--- src/hdl/sptt_pkg.sv ---
// ----------------------------------------------------------------------------
// sptt_pkg: shared types and constants of the sparse polynomial term table
// Beat payload structs, op and status codes, size defaults.
// ----------------------------------------------------------------------------
package sptt_pkg;

  localparam int MaxTermsDefault  = 16;
  localparam int MaxDegreeDefault = 255;

  typedef enum logic [1:0] {
    OP_APPEND = 2'd0,
    OP_ADD    = 2'd1,
    OP_REMOVE = 2'd2,
    OP_EVAL   = 2'd3
  } op_t;

  typedef enum logic [1:0] {
    ST_OK       = 2'd0,
    ST_FULL     = 2'd1,
    ST_NOTFOUND = 2'd2
  } status_t;

  typedef struct packed {
    logic [1:0]         op;
    logic signed [31:0] coefficient;
    logic [7:0]         degree;
    logic signed [31:0] point;
  } in_beat_t;

  typedef struct packed {
    logic signed [31:0] value;
    logic [1:0]         status;
    logic [4:0]         term_total;
  } out_beat_t;

  // token handed cell to cell along the chain
  typedef struct packed {
    logic        act;    // token live at this cell
    logic        done;   // op already served by an earlier cell
    logic [31:0] acc;    // evaluate running sum
  } tok_t;

  typedef enum logic [1:0] {
    S_IDLE = 2'd0,
    S_RUN  = 2'd1,
    S_OUT  = 2'd2
  } fsm_t;

endpackage

--- src/hdl/sptt_cell.sv ---
// ----------------------------------------------------------------------------
// sptt_cell: one term slot of the chain
// Holds a term; serves the op when the token reaches it; evaluate forms
// x^degree by square-and-multiply, one squaring step per cycle.
// ----------------------------------------------------------------------------
module sptt_cell (
  input  logic           clk,
  input  logic           rst,
  input  logic [1:0]     op,
  input  logic [31:0]    coefficient,
  input  logic [7:0]     degree,
  input  logic [31:0]    point,
  input  logic           pass2,      // second pass: allocation for add/append
  input  sptt_pkg::tok_t tok_in,
  output sptt_pkg::tok_t tok_out,
  output logic           valid
);

  logic [31:0]    coef, coef_next;
  logic [7:0]     deg, deg_next;
  logic           valid_next;
  logic           busy, busy_next;
  logic [31:0]    r, r_next;
  logic [31:0]    b, b_next;
  logic [7:0]     e, e_next;
  logic           pow_done, pow_done_next;   // power ready, scale by coef next
  sptt_pkg::tok_t held, held_next;
  sptt_pkg::tok_t tok_next;
  logic           matched;

  assign matched = valid && deg == degree;

  always_comb begin
    tok_next      = '0;
    valid_next    = valid;
    coef_next     = coef;
    deg_next      = deg;
    busy_next     = busy;
    r_next        = r;
    b_next        = b;
    e_next        = e;
    pow_done_next = pow_done;
    held_next     = held;
    if (busy) begin
      if (!pow_done) begin
        if (e == 8'd0) pow_done_next = 1'b1;
        else begin
          if (e[0]) r_next = r * b;
          b_next = b * b;
          e_next = e >> 1;
        end
      end else begin
        tok_next     = held;
        tok_next.acc = held.acc + coef * r;
        busy_next    = 1'b0;
      end
    end else if (tok_in.act) begin
      tok_next = tok_in;
      if (op == sptt_pkg::OP_EVAL) begin
        if (valid) begin
          // hold the token while the power is formed
          busy_next     = 1'b1;
          pow_done_next = 1'b0;
          held_next     = tok_in;
          r_next        = 32'd1;
          b_next        = point;
          e_next        = deg;
          tok_next      = '0;
        end
      end else if (!tok_in.done) begin
        if (pass2) begin
          if (!valid) begin
            valid_next    = 1'b1;
            coef_next     = coefficient;
            deg_next      = degree;
            tok_next.done = 1'b1;
          end
        end else if (matched && op != sptt_pkg::OP_APPEND) begin
          tok_next.done = 1'b1;
          if (op == sptt_pkg::OP_ADD) coef_next = coef + coefficient;
          else valid_next = 1'b0;
        end
      end
    end
  end

  always_ff @(posedge clk) begin
    if (rst) begin
      valid   <= 1'b0;
      busy    <= 1'b0;
      tok_out <= '0;
    end else begin
      valid   <= valid_next;
      busy    <= busy_next;
      tok_out <= tok_next;
    end
  end

  always_ff @(posedge clk) begin
    coef     <= coef_next;
    deg      <= deg_next;
    r        <= r_next;
    b        <= b_next;
    e        <= e_next;
    pow_done <= pow_done_next;
    held     <= held_next;
  end

endmodule

--- config.mk ---
export PLATFORM = sky130hd
export DESIGN_NAME = sptt_cell
export DESIGN_NICKNAME = d
export VERILOG_FILES = /design/src/hdl/sptt_pkg.sv /design/src/hdl/sptt_cell.sv
export SDC_FILE = /design/constraint.sdc
export NUM_CORES = 2
export LEC_CHECK = 0
export BUFFER_PORTS_ARGS = -buffer_cell sky130_fd_sc_hd__buf_2
export CORE_MARGIN = 3
export CORE_UTILIZATION = 64
export DETAILED_ROUTE_END_ITERATION = 10
export HOLD_SLACK_MARGIN = 0.1
export PLACE_DENSITY = 0.81
export SLEW_MARGIN = 20
export SYNTH_ARGS = -nofsm -noshare
export SYNTH_HDL_FRONTEND = slang
export SYNTH_SLANG_ARGS = --single-unit
--- constraint.sdc ---
create_clock -name clk -period 8 [get_ports clk]
set_input_delay 0.8 -clock clk [delete_from_list [all_inputs] [get_ports clk]]
set_output_delay 0.8 -clock clk [all_outputs]
set_load 0.01 [all_outputs]
## Word level (Yosys, flattened, before mapping)

Cells that the tools add are included.

- Register bits after elaboration: 182
- Memory bits (writable): 0
- Memories kept: 0
- Memory bits (read-only): 0
- Latch bits: 0
- Input bits: 111

- Magnitude comparators: 0
- Shift operators: 0
- Mux-type cells: 48
- Add/subtract/negate cells: 2
- Multiply operators: 3
- Bitwise gates (word level): 4
- Div/mod/pow operators: 0
- Reduce and logical (&&, ||, !) cells: 16
- Equal/unequal tests: 8

Operators with widths:

| kind | count |
|---|---|
| 32-bit two-way mux | 18 |
| 34-bit two-way mux | 4 |
| 32-bit by 32-bit multiplier with 32-bit output | 3 |
| 32-bit adder | 2 |
| 8-bit two-way mux | 6 |
| 1-bit two-way mux | 20 |
| 6-bit AND reduction | 3 |
| 2-bit nonzero test | 6 |
| 8-bit == test | 1 |
| 8-bit zero test | 1 |
| 2-bit != test, second input constant | 4 |
| 7-bit AND reduction | 1 |
| 5-bit AND reduction | 1 |
| 1-bit inverter | 4 |
| 4-bit AND reduction | 1 |
| 3-bit AND reduction | 1 |
| 2-bit by 1-bit == test with 1-bit output, second input constant | 1 |
| 2-bit == test, second input constant | 1 |
| 1-bit logical AND | 2 |
| 2-bit by 1-bit != test with 1-bit output, second input constant | 1 |

## Longest topological paths before layout

- Depth in word-level cells: 9
- Gate-level depth with buffers: 30
- Mapped depth without buffers: 28

## Worst setup path before layout

OpenSTA, ideal clock, no wires.

- Kind: register to register
- Start: register b[4]
- End: register b[29], data pin
- Required time: 7.740 ns
- Setup time: 0.260 ns
- Arrival time: 6.929 ns
- Clock period less this slack: 7.189 ns
- Setup slack: 0.811 ns
- Stages on the path, launching flop included: 27
- Cells stage by stage: edfxtp_1 > clkbuf_1 > clkbuf_1 > nand2_1 > fa_1 > inv_1 > fa_1 > inv_1 > fa_1 > fa_1 > inv_1 > fa_1 > inv_1 > fa_1 > inv_1 > fa_1 > fa_1 > ha_1 > a21o_1 > a21oi_1 > nor2b_1 > a311oi_1 > nand2b_1 > o21ai_1 > a21oi_1 > xnor2_1 > mux2_2

- Longest elaborated chain between the ends: 4

Ends and longest elaborated chain:

| item | line | RTL |
|---|---|---|
| start: declaration | sptt_cell.sv:24 | `logic [31:0] b, b_next;` |
| start signal: assignment | sptt_cell.sv:103 | `b <= b_next;` |
| 32-bit by 32-bit multiplier with 32-bit output | sptt_cell.sv:49 | `b_next = b * b;` |
| 32-bit two-way mux | sptt_cell.sv:46 | `if (e == 8'd0) pow_done_next = 1'b1;` |
| 32-bit two-way mux | sptt_cell.sv:45 | `if (!pow_done) begin` |
| 32-bit two-way mux | sptt_cell.sv:44 | `if (busy) begin` |
| named net b_next[29] | sptt_cell.sv:24 |  |

The timed path passes the listed nets, and every way through them passes these cells. The select of a mux whose other input is x is not followed.
A chain may end at the register's enable or synchronous reset.

## Worst setup path in the final report

- Start: register b[2]
- End: register b[28], data pin

Same word-level chain as after synthesis.

==> out/results.txt <==
slew margin rel. - 27.2%
Wirelength per Cell - 19.5 um
Worst EP arrival - 8020 ps
largest net degree at the start of global routing - 82
clock tree buffer depth - 2
CP max stage delay - 560 ps
async set-reset flop share out of synthesis - 0%
peak supply drop - 466 uV
Iteration-0 DRC Markers - 2,961
Compound-Gate Fraction of Synth Area - 4.68%
initial antenna violation count - 2
via count - 38,952
CTS root buf - clkbuf_16
full die area - 0.0875 mm^2
vias in the first global route - 42,618
synth warn - 0
dpl ws - -2.20 ps
DRC viols - 0
io pins - 146
critical path startpoint category - flop
Syn Nets - 7,454
Reg clk slew, reported paths - 90 ps
largest family of logic cells by synthesized area - adder cells
Worst Path Max Fanout - 14
Layout Area Growth over Synthesis - 5.81%
CORE AREA - 0.0826 mm^2
Setup WS post-layout - 258 ps
Hold WC Path Type - input port to flop
simple-gate share of the synthesized area - 14.9%
register bit total from synthesis - 182
Clock Sinks - 182
Gate Count Post-Synth - 5,728
highest clock rate - 0.129 GHz
cell depth of the worst hold path - 1
Distinct cells, synth - 82
post-cts hold buffer count - 0
CP bufs+invs - 4
hold_sp - tok_in[15]
Crit Reg-Reg Endpoint - b[28]$_DFFE_PP_
Pleak - 29.3 nW
grt ovf - 0
GP Congestion - 0.927
DR pass1 iterations - 6
xor/xnor share of the synthesized area - 3.94%
Nets - 7,512
total clock buffers created by CTS - 17
CTS tree - built
post-route antenna net violation count - 0
Max Clock Skew - 22.2 ps
pwr/cell area - 214 mW/mm^2
die height - 296 um
Vias/cell - 5.67
H-tree depth - 4
worst r2r src - b[2]$_DFFE_PP_
layout cells sized above 1 - 7.09%
Setup Viol. Count Final - 0
Tmin final - 7740 ps
Hold Vio Cnt, Final - 0
slowest stage cell, crit path - edfxtp_1
worst-margin pin slew - 1090 ps
Synth Area in Adders - 54.5%
row cnt - 105
Worst-Skew Late Latency - 530 ps
port buffer count - 145
DP Wirelength - 109,000 um
FF-to-FF path depth - 23
Max Cap Viol - 0
first-pass GRT wire length - 222,000 um
Routed WL - 134,000 um
FF-to-FF setup slack - 260 ps
WHS Endpoint - held[15]$_DFFE_PP_
part of the cycle the worst path needs - 96.8%
outcome - finished clean
hold_ws - 475 ps
post-synthesis mux area share - 0.766%
initial core utilization - 65.1%
Mean Syn Cell Area - 9.39 um^2
Critical Path RT - 8280 ps
Critical Setup Path Class - flop to flop
Worst setup EP type - flop
Post-synth EDFFs - 146
Final Core Density - 68.8%
Critical Path Stages - 23
DIE WIDTH - 296 um
Mapped Area - 0.0538 mm^2
delay-heaviest family, CP - adder cells
CP Cell Sequence - buf_4, and2_1, fa_1, fa_1, inv_1, fa_1, fa_1, inv_1, fa_1, fa_1, fa_1, fa_1, ha_1, and2_1, o21ai_0, o211ai_1, nor3_1, buf_4, o41ai_2, and3_1, nor2_1, xnor2_1, mux2_2
sequential-to-total area share from yosys stat - 9.50%
Slew Limit Fails - 0
Critical Path Most Common Cell - fa_1
GRT Overall Usage - 32.6%
RSZ-0062 raised after global routing - no
total negative slack - 0 ps
Primary FF master, synth - edfxtp_1
sequential cells by signal, indices dropped and copies added (netlist names):
name / cells
busy: 1
pow_done: 1
b: 32
held: 33
r: 32
valid: 1
coef: 32
tok_out: 34
deg: 8
e: 8
stage by stage:
stage / power, mW / cell area (um^2) / instances
after floorplan: 8.67 / 53800 / 5728
after global placement: 10.7 / 56000 / 6810
after detailed placement: 11.0 / 56000 / 6810
after CTS: 12.0 / 56600 / 6843
after global routing: 13.3 / 56900 / 6869
final: 12.2 / 56900 / 6871
layer usage:
layer | share of wire, % | wire length [um] | track usage, % | vias to the layer above
met3 | 8.8 | 11800 | 6.01 | 375
met2 | 48 | 64500 | 53.1 | 1860
met5 | 0.020 | 27 | 0 | -
met4 | 4.6 | 6160 | 14.5 | 4
li1 | - | - | - | 16940
met1 | 38 | 51400 | 43.0 | 19773
cell usage after synthesis, drive strengths merged (20+ instances only):
master / number / share of area [%]
ha: 401 / 9.3
mux2: 33 / 0.69
o21ai: 71 / 0.66
and3: 20 / 0.23
inv: 1385 / 9.7
and2: 645 / 7.5
dfxtp: 36 / 1.3
a21o: 55 / 0.77
a21oi: 91 / 0.85
nand2: 767 / 5.4
edfxtp: 146 / 8.2
xnor2: 172 / 2.8
nor2: 77 / 0.54
clkbuf: 281 / 2.0
nand2b: 21 / 0.24
fa: 1214 / 45
nand3: 25 / 0.23
xor2: 70 / 1.1
final cells by class:
class	instances	area, um^2
diodes	2	5.00
clock buffers	18	439
clock inverters	14	173
fillers	6135	25800
inverters	1385	5200
multi-input cells	3879	42400
flip-flops and latches	182	5110
well taps	1070	1340
repair buffers	321	2190
what timing repair did:
item	4_1_cts	5_1_grt
pin swaps	0	0
resized for setup	0	1
setup buffers	1	26
setup endpoints to repair	2	7
how the worst max path moves through the flow:
stage                        start             endpoint
floorplan           b[4]$_DFFE_PP_      b[29]$_DFFE_PP_
global placement    b[3]$_DFFE_PP_  r[28]$_SDFFCE_PN0P_
detailed placement  b[3]$_DFFE_PP_      b[28]$_DFFE_PP_
CTS                 b[4]$_DFFE_PP_      b[28]$_DFFE_PP_
global route        b[2]$_DFFE_PP_      b[31]$_DFFE_PP_
finish              b[2]$_DFFE_PP_      b[28]$_DFFE_PP_
cells by family after synthesis:
logic type,Yosys count
AO/OA/AOI/OAI,365
XOR/XNOR,242
adder cells (fa/ha/maj),1615
buffers and inverters,1667
flip-flops,182
multiplexers,37
AND/OR/NAND/NOR,1620
cells in the final DEF, fill, tap and decap left out, drive strengths merged, types with 17 or more instances in the layout:
cell type	instances
clkbuf	18
fa	1214
edfxtp	146
and2	645
nor2	77
and3	20
xor2	70
a21o	55
o21ai	71
mux2	33
o21a	19
buf	321
nand2	767
a21oi	91
xnor2	172
a22oi	17
nand2b	21
inv	1393
nand3	25
ha	401
dfxtp	36
power by group:
group	internal, mW	switching [mW]	total, mW
Clock	0.434	0.512	0.945
Sequential	1.05	0.0382	1.09
Combinational	4.37	5.76	10.1
Total	5.86	6.31	12.2
Note: power is estimated with default switching activity, not from simulation.
